File: src/hw/rtl/hlq_pkg.sv
// ============================================================================
// hlq_pkg
// Shared types and constants for the hysteresis level quantizer.
// ============================================================================
package hlq_pkg;

    // Field and register widths
    localparam int SAMPLE_BITS = 12;
    localparam int SPAN_W      = 13;
    localparam int COUNT_W     = 9;
    localparam int MARGIN_W    = 8;
    localparam int LEVEL_W     = 8;
    localparam int CFG_IDX_W   = 2;
    localparam int CFG_DATA_W  = 13;

    // Divider: dividends reach 8191*256, so 21 quotient bits
    localparam int DIV_BITS    = 21;
    localparam int REM_W       = SPAN_W;
    localparam int DIV_CNT_W   = $clog2(DIV_BITS + 1);

    // Largest usable level count
    localparam logic [COUNT_W-1:0] LEVEL_MAX = 9'd256;

    // Register reset values
    localparam logic [SPAN_W-1:0]   SPAN_RST   = 13'd1024;
    localparam logic [COUNT_W-1:0]  COUNT_RST  = 9'd64;
    localparam logic [MARGIN_W-1:0] MARGIN_RST = 8'd3;

    // Configuration register indexes
    localparam logic [CFG_IDX_W-1:0] CFG_SPAN   = 2'd0;
    localparam logic [CFG_IDX_W-1:0] CFG_COUNT  = 2'd1;
    localparam logic [CFG_IDX_W-1:0] CFG_MARGIN = 2'd2;

    // Which quotient the shared divider works on
    typedef enum logic [1:0] {
        DIV_LO,     // floor(span*L/N)
        DIV_HI,     // floor(span*(L+1)/N)
        DIV_Q       // floor(sample*N/span)
    } t_div_sel;

    typedef enum logic [2:0] {
        ST_IDLE,
        ST_DIV_LO,
        ST_DIV_HI,
        ST_DIV_Q,
        ST_EMIT
    } t_state;

    typedef struct packed {
        logic     load;
        logic     div_start;
        t_div_sel div_sel;
        logic     div_step;
        logic     save_lb;
        logic     lvl_update;
        logic     emit;
    } t_dp_cmd;

    typedef struct packed {
        logic div_done;
        logic out_band;
        logic out_free;
    } t_dp_status;

endpackage

File: src/hw/rtl/hlq_sample_if.sv
// ============================================================================
// hlq_sample_if
// Input channel: one converter sample per beat.
// ============================================================================
interface hlq_sample_if;
    import hlq_pkg::*;

    logic                   valid;
    logic                   ready;
    logic [SAMPLE_BITS-1:0] sample;

    modport source (output valid, output sample, input ready);
    modport sink   (input valid, input sample, output ready);
endinterface

File: src/hw/rtl/hlq_level_if.sv
// ============================================================================
// hlq_level_if
// Output channel: one quantized level per beat.
// ============================================================================
interface hlq_level_if;
    import hlq_pkg::*;

    logic               valid;
    logic               ready;
    logic [LEVEL_W-1:0] level;

    modport source (output valid, output level, input ready);
    modport sink   (input valid, input level, output ready);
endinterface

File: src/hw/rtl/hysteresis_level_quantizer.sv
// ============================================================================
// hysteresis_level_quantizer
// Maps converter samples onto discrete levels, holding the level until the
// sample leaves the current band widened by a margin.
// ============================================================================
// Usage:
//   i_sample_ch carries one converter sample per beat (valid/ready).
//   o_level_ch returns one level per sample, in order, from an output
//   register, so the next sample is taken while a level waits for the sink.
//   Configuration: i_cfg_we writes i_cfg_data to register i_cfg_idx
//   (0 span, 1 level count, 2 margin); write only while the block is idle.
// Timing:
//   One shared restoring divider, one quotient bit per cycle over 21 bits,
//   sets the rate. Each sample runs two divisions for the band bounds and a
//   third only when the sample leaves the band.
//   The input opens again in the cycle after the level is written to the
//   output register.
// Reset:
//   Synchronous active low; span 1024, level count 64, margin 3, level 0,
//   no level pending. A stalled sink holds the level beat; the block then
//   finishes at most one more sample and waits before writing it out.
// ============================================================================
module hysteresis_level_quantizer
    import hlq_pkg::*;
(
    input  logic                  i_clk,
    input  logic                  i_rst_n,
    input  logic                  i_cfg_we,
    input  logic [CFG_IDX_W-1:0]  i_cfg_idx,
    input  logic [CFG_DATA_W-1:0] i_cfg_data,
    hlq_sample_if.sink            i_sample_ch,
    hlq_level_if.source           o_level_ch
);

    t_dp_cmd    w_cmd;
    t_dp_status w_status;
    logic       w_in_ready;

    assign i_sample_ch.ready = w_in_ready;

    // Sequencer
    hlq_ctrl u_ctrl (
        .i_clk      (i_clk),
        .i_rst_n    (i_rst_n),
        .i_in_valid (i_sample_ch.valid),
        .o_in_ready (w_in_ready),
        .i_status   (w_status),
        .o_cmd      (w_cmd)
    );

    // Arithmetic and storage
    hlq_dp u_dp (
        .i_clk         (i_clk),
        .i_rst_n       (i_rst_n),
        .i_cfg_we      (i_cfg_we),
        .i_cfg_idx     (i_cfg_idx),
        .i_cfg_data    (i_cfg_data),
        .i_sample      (i_sample_ch.sample),
        .i_cmd         (w_cmd),
        .o_status      (w_status),
        .o_level_valid (o_level_ch.valid),
        .i_level_ready (o_level_ch.ready),
        .o_level       (o_level_ch.level)
    );

`ifndef SYNTHESIS
    // An accepted sample keeps the input closed on the next cycle
    a_accept_closes: assert property (@(posedge i_clk) disable iff (!i_rst_n)
        (i_sample_ch.valid && w_in_ready) |=> !w_in_ready)
        else $error("input still open after accepting a sample");

    // A started division is never reported done on the next cycle
    a_div_runs: assert property (@(posedge i_clk) disable iff (!i_rst_n)
        w_cmd.div_start |=> !w_status.div_done)
        else $error("divider reported done right after start");

    // A level is written out only into a free output register
    a_emit_free: assert property (@(posedge i_clk) disable iff (!i_rst_n)
        w_cmd.emit |-> (!o_level_ch.valid || o_level_ch.ready))
        else $error("level written over a pending beat");
`endif

endmodule

File: src/hw/rtl/hlq_ctrl.sv
// ============================================================================
// hlq_ctrl
// Sequencer: runs up to three divisions of one sample and hands off the result.
// ============================================================================
module hlq_ctrl
    import hlq_pkg::*;
(
    input  logic       i_clk,
    input  logic       i_rst_n,
    input  logic       i_in_valid,
    output logic       o_in_ready,
    input  t_dp_status i_status,
    output t_dp_cmd    o_cmd
);

    t_state r_state;
    t_state n_state;

    // State register
    always_ff @(posedge i_clk) begin
        if (!i_rst_n) begin
            r_state <= ST_IDLE;
        end else begin
            r_state <= n_state;
        end
    end

    // Next state
    always_comb begin
        n_state = r_state;
        unique case (r_state)
            ST_IDLE: begin
                if (i_in_valid) n_state = ST_DIV_LO;
            end
            ST_DIV_LO: begin
                if (i_status.div_done) n_state = ST_DIV_HI;
            end
            ST_DIV_HI: begin
                if (i_status.div_done) begin
                    n_state = i_status.out_band ? ST_DIV_Q : ST_EMIT;
                end
            end
            ST_DIV_Q: begin
                if (i_status.div_done) n_state = ST_EMIT;
            end
            ST_EMIT: begin
                if (i_status.out_free) n_state = ST_IDLE;
            end
            default: n_state = ST_IDLE;
        endcase
    end

    // Datapath commands
    always_comb begin
        o_cmd         = '0;
        o_cmd.div_sel = DIV_LO;
        o_in_ready    = 1'b0;
        unique case (r_state)
            ST_IDLE: begin
                o_in_ready = 1'b1;
                if (i_in_valid) begin
                    o_cmd.load      = 1'b1;
                    o_cmd.div_start = 1'b1;
                    o_cmd.div_sel   = DIV_LO;
                end
            end
            ST_DIV_LO: begin
                if (i_status.div_done) begin
                    o_cmd.save_lb   = 1'b1;
                    o_cmd.div_start = 1'b1;
                    o_cmd.div_sel   = DIV_HI;
                end else begin
                    o_cmd.div_step  = 1'b1;
                end
            end
            ST_DIV_HI: begin
                if (i_status.div_done) begin
                    if (i_status.out_band) begin
                        o_cmd.div_start = 1'b1;
                        o_cmd.div_sel   = DIV_Q;
                    end
                end else begin
                    o_cmd.div_step = 1'b1;
                end
            end
            ST_DIV_Q: begin
                if (i_status.div_done) begin
                    o_cmd.lvl_update = 1'b1;
                end else begin
                    o_cmd.div_step   = 1'b1;
                end
            end
            ST_EMIT: begin
                if (i_status.out_free) o_cmd.emit = 1'b1;
            end
            default: ;
        endcase
    end

endmodule

File: src/hw/rtl/hlq_dp.sv
// ============================================================================
// hlq_dp
// Datapath: config registers, band bounds, shared restoring divider,
// held level and output register.
// ============================================================================
module hlq_dp
    import hlq_pkg::*;
(
    input  logic                   i_clk,
    input  logic                   i_rst_n,
    input  logic                   i_cfg_we,
    input  logic [CFG_IDX_W-1:0]   i_cfg_idx,
    input  logic [CFG_DATA_W-1:0]  i_cfg_data,
    input  logic [SAMPLE_BITS-1:0] i_sample,
    input  t_dp_cmd                i_cmd,
    output t_dp_status             o_status,
    output logic                   o_level_valid,
    input  logic                   i_level_ready,
    output logic [LEVEL_W-1:0]     o_level
);

    logic [SPAN_W-1:0]      r_span;
    logic [COUNT_W-1:0]     r_count;
    logic [MARGIN_W-1:0]    r_margin;
    logic [SAMPLE_BITS-1:0] r_samp;
    logic [LEVEL_W-1:0]     r_lvl;
    logic [DIV_BITS-1:0]    r_lb;
    logic [DIV_BITS-1:0]    r_dvd;
    logic [DIV_BITS-1:0]    r_quo;
    logic [REM_W-1:0]       r_rem;
    logic [SPAN_W-1:0]      r_dvs;
    logic [DIV_CNT_W-1:0]   r_cnt;
    logic                   r_out_valid;
    logic [LEVEL_W-1:0]     r_out_level;

    logic [SPAN_W-1:0]      w_span_eff;
    logic [COUNT_W-1:0]     w_cnt_eff;
    logic [SPAN_W-1:0]      w_mul_a;
    logic [COUNT_W-1:0]     w_mul_b;
    logic [SPAN_W-1:0]      w_divisor;
    logic [SPAN_W+COUNT_W-1:0] w_prod;
    logic [REM_W:0]         w_shift;
    logic [REM_W-1:0]       w_diff;
    logic                   w_ge;
    logic [DIV_BITS-1:0]    w_lb;
    logic [DIV_BITS:0]      w_ub_excl;
    logic [COUNT_W-1:0]     w_q_sat;
    logic                   w_out_free;

    // Configuration registers
    always_ff @(posedge i_clk) begin
        if (!i_rst_n) begin
            r_span   <= SPAN_RST;
            r_count  <= COUNT_RST;
            r_margin <= MARGIN_RST;
        end else if (i_cfg_we) begin
            unique case (i_cfg_idx)
                CFG_SPAN:   r_span   <= i_cfg_data;
                CFG_COUNT:  r_count  <= i_cfg_data[COUNT_W-1:0];
                CFG_MARGIN: r_margin <= i_cfg_data[MARGIN_W-1:0];
                default: ;
            endcase
        end
    end

    // Clamp span and level count into their usable ranges
    assign w_span_eff = (r_span == '0) ? SPAN_W'(1) : r_span;
    always_comb begin
        if (r_count == '0) begin
            w_cnt_eff = COUNT_W'(1);
        end else if (r_count > LEVEL_MAX) begin
            w_cnt_eff = LEVEL_MAX;
        end else begin
            w_cnt_eff = r_count;
        end
    end

    // Pick the product and divisor for the division being started
    always_comb begin
        case (i_cmd.div_sel)
            DIV_HI: begin
                w_mul_a   = w_span_eff;
                w_mul_b   = {1'b0, r_lvl} + COUNT_W'(1);
                w_divisor = {{(SPAN_W-COUNT_W){1'b0}}, w_cnt_eff};
            end
            DIV_Q: begin
                w_mul_a   = {{(SPAN_W-SAMPLE_BITS){1'b0}}, r_samp};
                w_mul_b   = w_cnt_eff;
                w_divisor = w_span_eff;
            end
            default: begin
                w_mul_a   = w_span_eff;
                w_mul_b   = {1'b0, r_lvl};
                w_divisor = {{(SPAN_W-COUNT_W){1'b0}}, w_cnt_eff};
            end
        endcase
    end

    assign w_prod = {{COUNT_W{1'b0}}, w_mul_a} * {{SPAN_W{1'b0}}, w_mul_b};

    // One quotient bit per step; remainder stays below the divisor
    assign w_shift = {r_rem, r_dvd[DIV_BITS-1]};
    assign w_ge    = (w_shift >= {1'b0, r_dvs});
    assign w_diff  = w_shift[REM_W-1:0] - r_dvs;

    always_ff @(posedge i_clk) begin
        if (!i_rst_n) begin
            r_cnt <= '0;
        end else if (i_cmd.div_start) begin
            r_cnt <= DIV_CNT_W'(DIV_BITS);
        end else if (i_cmd.div_step) begin
            r_cnt <= r_cnt - DIV_CNT_W'(1);
        end
    end

    always_ff @(posedge i_clk) begin
        if (i_cmd.div_start) begin
            r_dvd <= w_prod[DIV_BITS-1:0];
            r_rem <= '0;
            r_quo <= '0;
            r_dvs <= w_divisor;
        end else if (i_cmd.div_step) begin
            r_dvd <= {r_dvd[DIV_BITS-2:0], 1'b0};
            r_rem <= w_ge ? w_diff : w_shift[REM_W-1:0];
            r_quo <= {r_quo[DIV_BITS-2:0], w_ge};
        end
    end

    // Capture the sample of the accepted beat
    always_ff @(posedge i_clk) begin
        if (i_cmd.load) r_samp <= i_sample;
    end

    // Lower bound: widen by the margin except at level zero, floor at zero
    always_comb begin
        if (r_lvl == '0) begin
            w_lb = r_quo;
        end else if (r_quo >= DIV_BITS'(r_margin)) begin
            w_lb = r_quo - DIV_BITS'(r_margin);
        end else begin
            w_lb = '0;
        end
    end

    always_ff @(posedge i_clk) begin
        if (i_cmd.save_lb) r_lb <= w_lb;
    end

    // Upper bound kept exclusive so it never goes negative
    assign w_ub_excl = {1'b0, r_quo} + (DIV_BITS+1)'(r_margin);

    // Saturate the new level to N-1
    assign w_q_sat = (r_quo >= DIV_BITS'(w_cnt_eff)) ? (w_cnt_eff - COUNT_W'(1))
                                                      : r_quo[COUNT_W-1:0];

    always_ff @(posedge i_clk) begin
        if (!i_rst_n) begin
            r_lvl <= '0;
        end else if (i_cmd.lvl_update) begin
            r_lvl <= w_q_sat[LEVEL_W-1:0];
        end
    end

    // Output register: hold the level until the sink takes the beat
    assign w_out_free = !r_out_valid || i_level_ready;

    always_ff @(posedge i_clk) begin
        if (!i_rst_n) begin
            r_out_valid <= 1'b0;
        end else if (i_cmd.emit) begin
            r_out_valid <= 1'b1;
        end else if (i_level_ready) begin
            r_out_valid <= 1'b0;
        end
    end

    always_ff @(posedge i_clk) begin
        if (i_cmd.emit) r_out_level <= r_lvl;
    end

    assign o_status.div_done = (r_cnt == '0);
    assign o_status.out_band = (DIV_BITS'(r_samp) < r_lb) ||
                               ((DIV_BITS+1)'(r_samp) >= w_ub_excl);
    assign o_status.out_free = w_out_free;

    assign o_level_valid = r_out_valid;
    assign o_level       = r_out_level;

endmodule

File: src/flat_wrapper.sv
// flat-port wrapper written by rule: the top's interface ports become plain ports
module hysteresis_level_quantizer_flat import hlq_pkg::*;
  (i_clk, i_rst_n, i_cfg_we, i_cfg_idx, i_cfg_data, i_sample_ch_valid, i_sample_ch_sample, i_sample_ch_ready, o_level_ch_valid, o_level_ch_level, o_level_ch_ready);
  hlq_sample_if i_sample_ch_i ();
  hlq_level_if o_level_ch_i ();
  input  logic i_clk;
  input  logic i_rst_n;
  input  logic i_cfg_we;
  input  logic [CFG_IDX_W-1:0] i_cfg_idx;
  input  logic [CFG_DATA_W-1:0] i_cfg_data;
  input wire logic [$bits(i_sample_ch_i.valid)-1:0] i_sample_ch_valid;
  input wire logic [$bits(i_sample_ch_i.sample)-1:0] i_sample_ch_sample;
  output wire logic [$bits(i_sample_ch_i.ready)-1:0] i_sample_ch_ready;
  output wire logic [$bits(o_level_ch_i.valid)-1:0] o_level_ch_valid;
  output wire logic [$bits(o_level_ch_i.level)-1:0] o_level_ch_level;
  input wire logic [$bits(o_level_ch_i.ready)-1:0] o_level_ch_ready;
  assign i_sample_ch_i.valid = i_sample_ch_valid;
  assign i_sample_ch_i.sample = i_sample_ch_sample;
  assign i_sample_ch_ready = i_sample_ch_i.ready;
  assign o_level_ch_valid = o_level_ch_i.valid;
  assign o_level_ch_level = o_level_ch_i.level;
  assign o_level_ch_i.ready = o_level_ch_ready;
  hysteresis_level_quantizer u_core (.i_clk(i_clk), .i_rst_n(i_rst_n), .i_cfg_we(i_cfg_we), .i_cfg_idx(i_cfg_idx), .i_cfg_data(i_cfg_data), .i_sample_ch(i_sample_ch_i), .o_level_ch(o_level_ch_i));
endmodule
File: config.mk
export PLATFORM = sky130hd
export DESIGN_NAME = hysteresis_level_quantizer_flat
export DESIGN_NICKNAME = d
export VERILOG_FILES = /design/src/hw/rtl/hlq_pkg.sv /design/src/hw/rtl/hlq_sample_if.sv /design/src/hw/rtl/hlq_level_if.sv /design/src/hw/rtl/hysteresis_level_quantizer.sv /design/src/hw/rtl/hlq_ctrl.sv /design/src/hw/rtl/hlq_dp.sv /design/src/flat_wrapper.sv
export SDC_FILE = /design/constraint.sdc
export NUM_CORES = 1
export LEC_CHECK = 0
export CORE_MARGIN = 5
export CORE_UTILIZATION = 37
export DETAILED_ROUTE_END_ITERATION = 8
export DONT_BUFFER_PORTS = 1
export GPL_TIMING_DRIVEN = 0
export SLEW_MARGIN = 5
export SYNTH_ARGS = -nofsm -noshare
export SYNTH_HDL_FRONTEND = slang
export SYNTH_SLANG_ARGS = --single-unit
File: constraint.sdc
create_clock -name i_clk -period 8.88 [get_ports i_clk]
set_input_delay 0.888 -clock i_clk [delete_from_list [all_inputs] [get_ports i_clk]]
set_output_delay 0.888 -clock i_clk [all_outputs]
set_load 0.01 [all_outputs]
# --- Yosys cells after proc, flatten, opt, wreduce, memory -nomap -nowiden ---
# Cells that the tools add are included.
totals:
  regBits: 156
  input_bits: 32
  elab_cells: 97
op_classes:
  addsub: 6
  n_mul: 1
  n_lt_le_gt_ge: 6
  eq_ne: 13
  n_mux: 37
  bitwise: 1
  reduce_logical: 17
ops:
  columns: ["op", "count"]
  rows:
  - ["$mux 21", 4]
  - ["$mux 13", 3]
  - ["$mux 3", 9]
  - ["$mux 9", 3]
  - ["$add 21x8->22", 1]
  - ["$ge 12x22->1", 1]
  - ["$ge 21x8->1", 1]
  - ["$ge 21x9->1", 1]
  - ["$lt 12x21->1", 1]
  - ["$mul 13x9->21", 1]
  - ["$sub 21x8->21", 1]
  - ["$pmux 9 s2", 1]
  - ["$pmux 3 s5", 1]
  - ["$ge 14x13->1", 1]
  - ["$logic_not 13->1", 1]
  - ["$sub 13x13->13", 1]
  - ["$mux 1", 11]
  - ["$mux 5", 2]
  - ["$ne 2x2->1 const B", 5]
  - ["$add 8x1->9 const B", 1]
  - ["$gt 9x9->1 const B", 1]
  - ["$logic_not 9->1", 1]
  - ["$pmux 3 s3", 1]
  - ["$logic_not 8->1", 1]
  - ["other kinds (20)", 27]

# --- Longest topological paths before layout ---
depth:
  depth_word: 10
  ltp_mapped: 46
  mapped_depth_nobuf: 43

# --- Modules after synthesis ---
# A second synthesis with hierarchy kept.
hier_totals:
  cells_unflattened: 1441
  hier_area_um2: 12987.5
modules_own_cells:
  columns: ["module", "instances", "cells_per_inst", "area_per_inst_um2", "seq_area_each_um2"]
  rows:
  - ["hlq_dp", 1, 1411, 12753.5, 3813.7]
  - ["hlq_ctrl", 1, 30, 234.0, 60.1]

# --- Worst setup path after synthesis ---
# OpenSTA, ideal clock, no wires.
synth_path:
  path_type: "register to register"
  startpoint: "reg u_core.u_dp.r_quo[0]"
  endpoint: "reg u_core.u_dp.r_dvd[20], data pin"
  setup_time_ns: 0.260
  t_arrival_ns: 9.588
  required_ns: 8.620
  setup_slack_ns: -0.968
  stages_incl_launch_ff: 42
  path_buffers: 3
  synth_period_minus_slack_ns: 9.848
  path_cell_list: "dfxtp_1 ha_1 fa_1 nor2b_1 o21ai_0 nand2_1 a221oi_1 nor2_1 xnor2_1 ha_1 o21ai_0 nand2b_1 a21oi_1 nor4_1 nand3_1 a2111oi_2 o21bai_2 or2_2 [... 6 more ...] nor2_1 fa_1 inv_1 fa_1 inv_1 fa_1 inv_1 fa_1 inv_1 ha_1 or3_1 o21ai_0 a21oi_1 o41ai_1 o2111ai_1 a21oi_1 xnor2_1 mux2_2"
synth_between:
  elab_chain_len: 10
  elab_cells_between_ends: 12
synth_lines:
  columns: ["item", "line_no", "source"]
  rows:
  - ["start, declared", "hlq_dp.sv:29", "logic [DIV_BITS-1:0] r_quo;"]
  - ["start signal, assigned", "hlq_dp.sv:125", "r_quo <= {r_quo[DIV_BITS-2:0], w_ge};"]
  - ["$add 21x8->22 (*)", "hlq_dp.sv:150", "assign w_ub_excl = {1'b0, r_quo} + (DIV_BITS+1)'(r_margin);"]
  - ["$ge 12x22->1 (*)", "hlq_dp.sv:183", "((DIV_BITS+1)'(r_samp) >= w_ub_excl);"]
  - ["$logic_or 1x1->1 (*)", "hlq_dp.sv:182", "assign o_status.out_band = (DIV_BITS'(r_samp) < r_lb) ||"]
  - ["$mux 3 (*)", "hlq_ctrl.sv:78", "if (i_status.out_band) begin"]
  - ["$mux 3 (*)", "hlq_ctrl.sv:77", "if (i_status.div_done) begin"]
  - ["$pmux 3 s3 (*)", "hlq_ctrl.sv:58", "unique case (r_state)"]
  - ["$eq 2x2->1 / $eq 2x1->1 (equally long branches)", "hlq_dp.sv:80", "case (i_cmd.div_sel)"]
  - ["$pmux 9 s2 / $mux 13 (equally long branches)", "hlq_dp.sv:80", null]
  - ["$mul 13x9->21", "hlq_dp.sv:99", "assign w_prod = {{COUNT_W{1'b0}}, w_mul_a} * {{SPAN_W{1'b0}}, w_mul_b};"]
  - ["$mux 21 (*)", "hlq_dp.sv:117", "if (i_cmd.div_start) begin"]
  - ["end signal, assigned", "hlq_dp.sv:118", "r_dvd <= w_prod[DIV_BITS-1:0];"]
  - ["end signal, assigned", "hlq_dp.sv:123", "r_dvd <= {r_dvd[DIV_BITS-2:0], 1'b0};"]
  - ["end, declared", "hlq_dp.sv:28", "logic [DIV_BITS-1:0] r_dvd;"]
# Every way passes the cells marked *; elsewhere a longest branch is shown, timed or not.
# A chain may end at the register's enable or synchronous reset.

# --- Final worst setup path ---
layout_path:
  startpoint: "reg u_core.u_dp.r_margin[3]"
  endpoint: "reg u_core.u_dp.r_dvd[20], data pin"
layout_between:
  elab_chain_len: 10
  elab_cells_between_ends: 12
layout_lines:
  columns: ["item", "line_no", "source"]
  rows:
  - ["start, declared", "hlq_dp.sv:24", "logic [MARGIN_W-1:0] r_margin;"]
  - ["start signal, assigned", "hlq_dp.sv:60", "CFG_MARGIN: r_margin <= i_cfg_data[MARGIN_W-1:0];"]
  - ["$add 21x8->22 (*)", "hlq_dp.sv:150", null]
  - ["$ge 12x22->1 (*)", "hlq_dp.sv:183", null]
  - ["$logic_or 1x1->1 (*)", "hlq_dp.sv:182", null]
  - ["$mux 3 (*)", "hlq_ctrl.sv:78", null]
  - ["$mux 3 (*)", "hlq_ctrl.sv:77", null]
  - ["$pmux 3 s3 (*)", "hlq_ctrl.sv:58", null]
  - ["$eq 2x2->1 / $eq 2x1->1 (equally long branches)", "hlq_dp.sv:80", null]
  - ["$pmux 9 s2 / $mux 13 (equally long branches)", "hlq_dp.sv:80", null]
  - ["$mul 13x9->21", "hlq_dp.sv:99", null]
  - ["$mux 21 (*)", "hlq_dp.sv:117", null]
# Marked as above.

==> impl_metrics.tcl <==
set metrics [dict create \
    cts_tree "done" \
    hold_path_class "reg -> reg" \
    hold_slack_ps 481 \
    placed_area_um2 13600 \
    cts-htree-levels 4 \
    synth_edf_count 75 \
    place.gp.congestion 0.961 \
    cts-hold-fix-buffers 0 \
    track_usage 0.182 \
    grt_max_degree 24 \
    die_w_um 197 \
    cp-start-kind "flip-flop" \
    num_vias 10600 \
    drtIter0Drc 658 \
    critPathMaxStageDelay_ps 580 \
    grt_overflow_total 0 \
    fin_ws_ps -106 \
    yosysMostFrequentCell "nand2_1" \
    io_pins 42 \
    seq_area_frac_synth 0.299 \
    layout.cells.non_filler 2007 \
    syn_nets 1662 \
    final_area_um2 15700 \
    slew_headroom 0.191 \
    vdd_drop_max_v 0.000153 \
    cts-root-buf "clkbuf_16" \
    row_count 68 \
    ys.flop_type "dfxtp_1" \
    violations "negative setup slack" \
    m1WireLength_um 15900 \
    fin_crit_sh 1.01 \
    crit_top_cell "inv_2" \
    synth_top_cell_area_share 0.174 \
    route.met3.wl_um 2010 \
    cts_buffers 17 \
    wl_per_cell_um 17.9 \
    synthesis.area_um2 12900 \
    path_max_fanout 8 \
    cts.sinks 156 \
    grt_pass1_vias 10300 \
    post-place-ws_ps -1820 \
    portBuffers 0 \
    p_per_area_nw_per_um2 186 \
    worst-setup-path-type "reg -> reg" \
    crit_arrival_ps 9170 \
    die_area_um2 38800 \
    area_growth_pct 21.7 \
    synth_seq_cells 156 \
    firstDrtPassIters 5 \
    rsz0062_at_grt "yes" \
    p_leak_nw 6.63 \
    endpoint_kind "flip-flop" \
    top_layer_used "met4" \
    critPathRequiredTime_ps 9070 \
    antenna_found_initial 0 \
    core_area_um2 34500 \
    dr_wl_met2_um 17000 \
    hold_viol 0 \
    nets 1758 \
    cp_slowest_cell "or4_4" \
    yosys.cell_types.count 71 \
    antenna_left 0 \
    wl_um 36000 \
    initial_core_util 0.375 \
    yosys.area.top_type "edfxtp_1" \
    n_antenna_cell 0 \
    hpwl_um 26700 \
    place_inst 1898 \
    fmax_mhz 111 \
    fin_crit_ps 8990 \
    clkTransAtPathRegs_ps 70 \
    final-setup-viol-count 2 \
    tightest_slew_ps 1200 \
    viasPerCell 5.28 \
    drv_slew 0 \
    synth_cells 1443 \
    yosys-top-cells-count "180 x nand2_1, 174 x inv_1, 111 x nor2_1" \
    cts_buffer_depth 2 \
    avgSynthCellArea_um2 8.97 \
    drc_errors 0 \
    async_reset_ff_frac 0 \
    skew_ps 20.3 \
    critPathBufInv 12 \
    synth_area_leaders "edfxtp_1 17%, dfxtp_1 13%, fa_1 12%, ha_1 10%, nand2_1 5.2%" \
    status "finished, violations left" \
    grt_first_pass_wirelength_um 55900 \
    die_h_um 197 \
    clk_latency_ps 450 \
    drv_cap 0 \
    crit_family "adder cells" \
    drive_above_1_share 0.189 \
    yosys_warnings 0 \
]
==> metrics by stage <==
| stage | total power [mW] | utilization | TNS, ps |
|---|---|---|---|
| 2_1_floorplan | 1.77 | - | 0 |
| 3_3_place_gp | 2.01 | 0.393 | -17420 |
| 3_5_place_dp | 2.03 | 0.393 | -17910 |
| 4_1_cts | 2.92 | 0.445 | -36.7 |
| 5_1_grt | 3.11 | 0.456 | -1700 |
| 6_report | 2.93 | 0.456 | -166 |
==> final timing paths <==
path	startpoint	to	slack, ps	cells past startpoint
worst max-delay path	u_core.u_dp.r_margin[3]	u_core.u_dp.r_dvd[20]	-110	46
worst max register to register	u_core.u_dp.r_margin[3]	u_core.u_dp.r_dvd[20]	-110	46
worst min register to register	u_core.u_dp.r_rem[12]	u_core.u_dp.r_rem[12]	480	2
worst min-delay path	u_core.u_dp.r_rem[12]	u_core.u_dp.r_rem[12]	480	2
==> area by class of cell <==
cell class / count / area (um^2)
Clock buffer: 17 / 425
Inverter: 174 / 656
Clock inverter: 15 / 200
Fill cell: 3341 / 18800
Timing Repair Buffer: 80 / 628
Buffer: 60 / 412
Tap cell: 455 / 569
Multi-Input combinational cell: 1050 / 8950
Sequential cell: 156 / 3900
==> sequential cells by signal, summed over array words and instances (netlist names), 9 cells and up <==
register / flops
u_core.u_dp.r_samp: 12
u_core.u_dp.r_dvd: 21
u_core.u_dp.r_quo: 21
u_core.u_dp.r_count: 9
u_core.u_dp.r_dvs: 13
u_core.u_dp.r_span: 13
u_core.u_dp.r_lb: 21
u_core.u_dp.r_rem: 13
==> power by group <==
group          switching [mW]  internal, mW  total [mW]
clock                   0.352         0.430       0.783
sequential             0.0852         0.939        1.02
combinational           0.641         0.477        1.12
total                    1.08          1.85        2.93
==> routing by layer <==
metal,global-route usage,vias to the layer above
met5,0,-
met4,0.0539,0
met3,0.0356,71
met2,0.306,290
met1,0.238,5154
li1,-,5087
==> repair_timing <==
item                       in CTS  in global routing
gates resized for setup       149                 62
setup endpoints to repair      16                 12
pin swaps                      66                 23
setup buffers                  67                 13
gates cloned                    0                  0
==> cell families (layout without fill, tap and decap cells) <==
family	count (synthesis)	count (layout)	share of synthesized area
AO/OA/AOI/OAI	243	243	0.122
XOR/XNOR	55	55	0.0372
adder cells (fa/ha/maj)	187	187	0.227
buffers and inverters	237	346	0.0714
flip-flops	156	156	0.299
multiplexers	81	81	0.0662
AND/OR/NAND/NOR	484	484	0.176
==> tightest hold or removal path, stage by stage (launching register included) <==
cell and delay [ps]:
dfxtp_1 310, nand2_1 50, o22ai_1 70
==> placed cells by master, fill, tap and decap left out, types with 15 or more instances in the layout <==
| cell type | count |
|---|---|
| nand3_1 | 20 |
| dfxtp_1 | 69 |
| edfxtp_1 | 75 |
| o21a_1 | 19 |
| inv_1 | 164 |
| nand2b_1 | 25 |
| nor2b_1 | 33 |
| xor2_1 | 15 |
| clkbuf_16 | 19 |
| ha_4 | 16 |
| nor2_1 | 99 |
| buf_4 | 78 |
| nor3_1 | 26 |
| mux2_2 | 17 |
| o21ai_0 | 41 |
| fa_1 | 78 |
| ha_1 | 86 |
| mux2i_1 | 36 |
| nand2_1 | 178 |
| xnor2_1 | 39 |
| clkbuf_1 | 34 |
| a21oi_1 | 51 |
(Power assumes the default switching activity.)
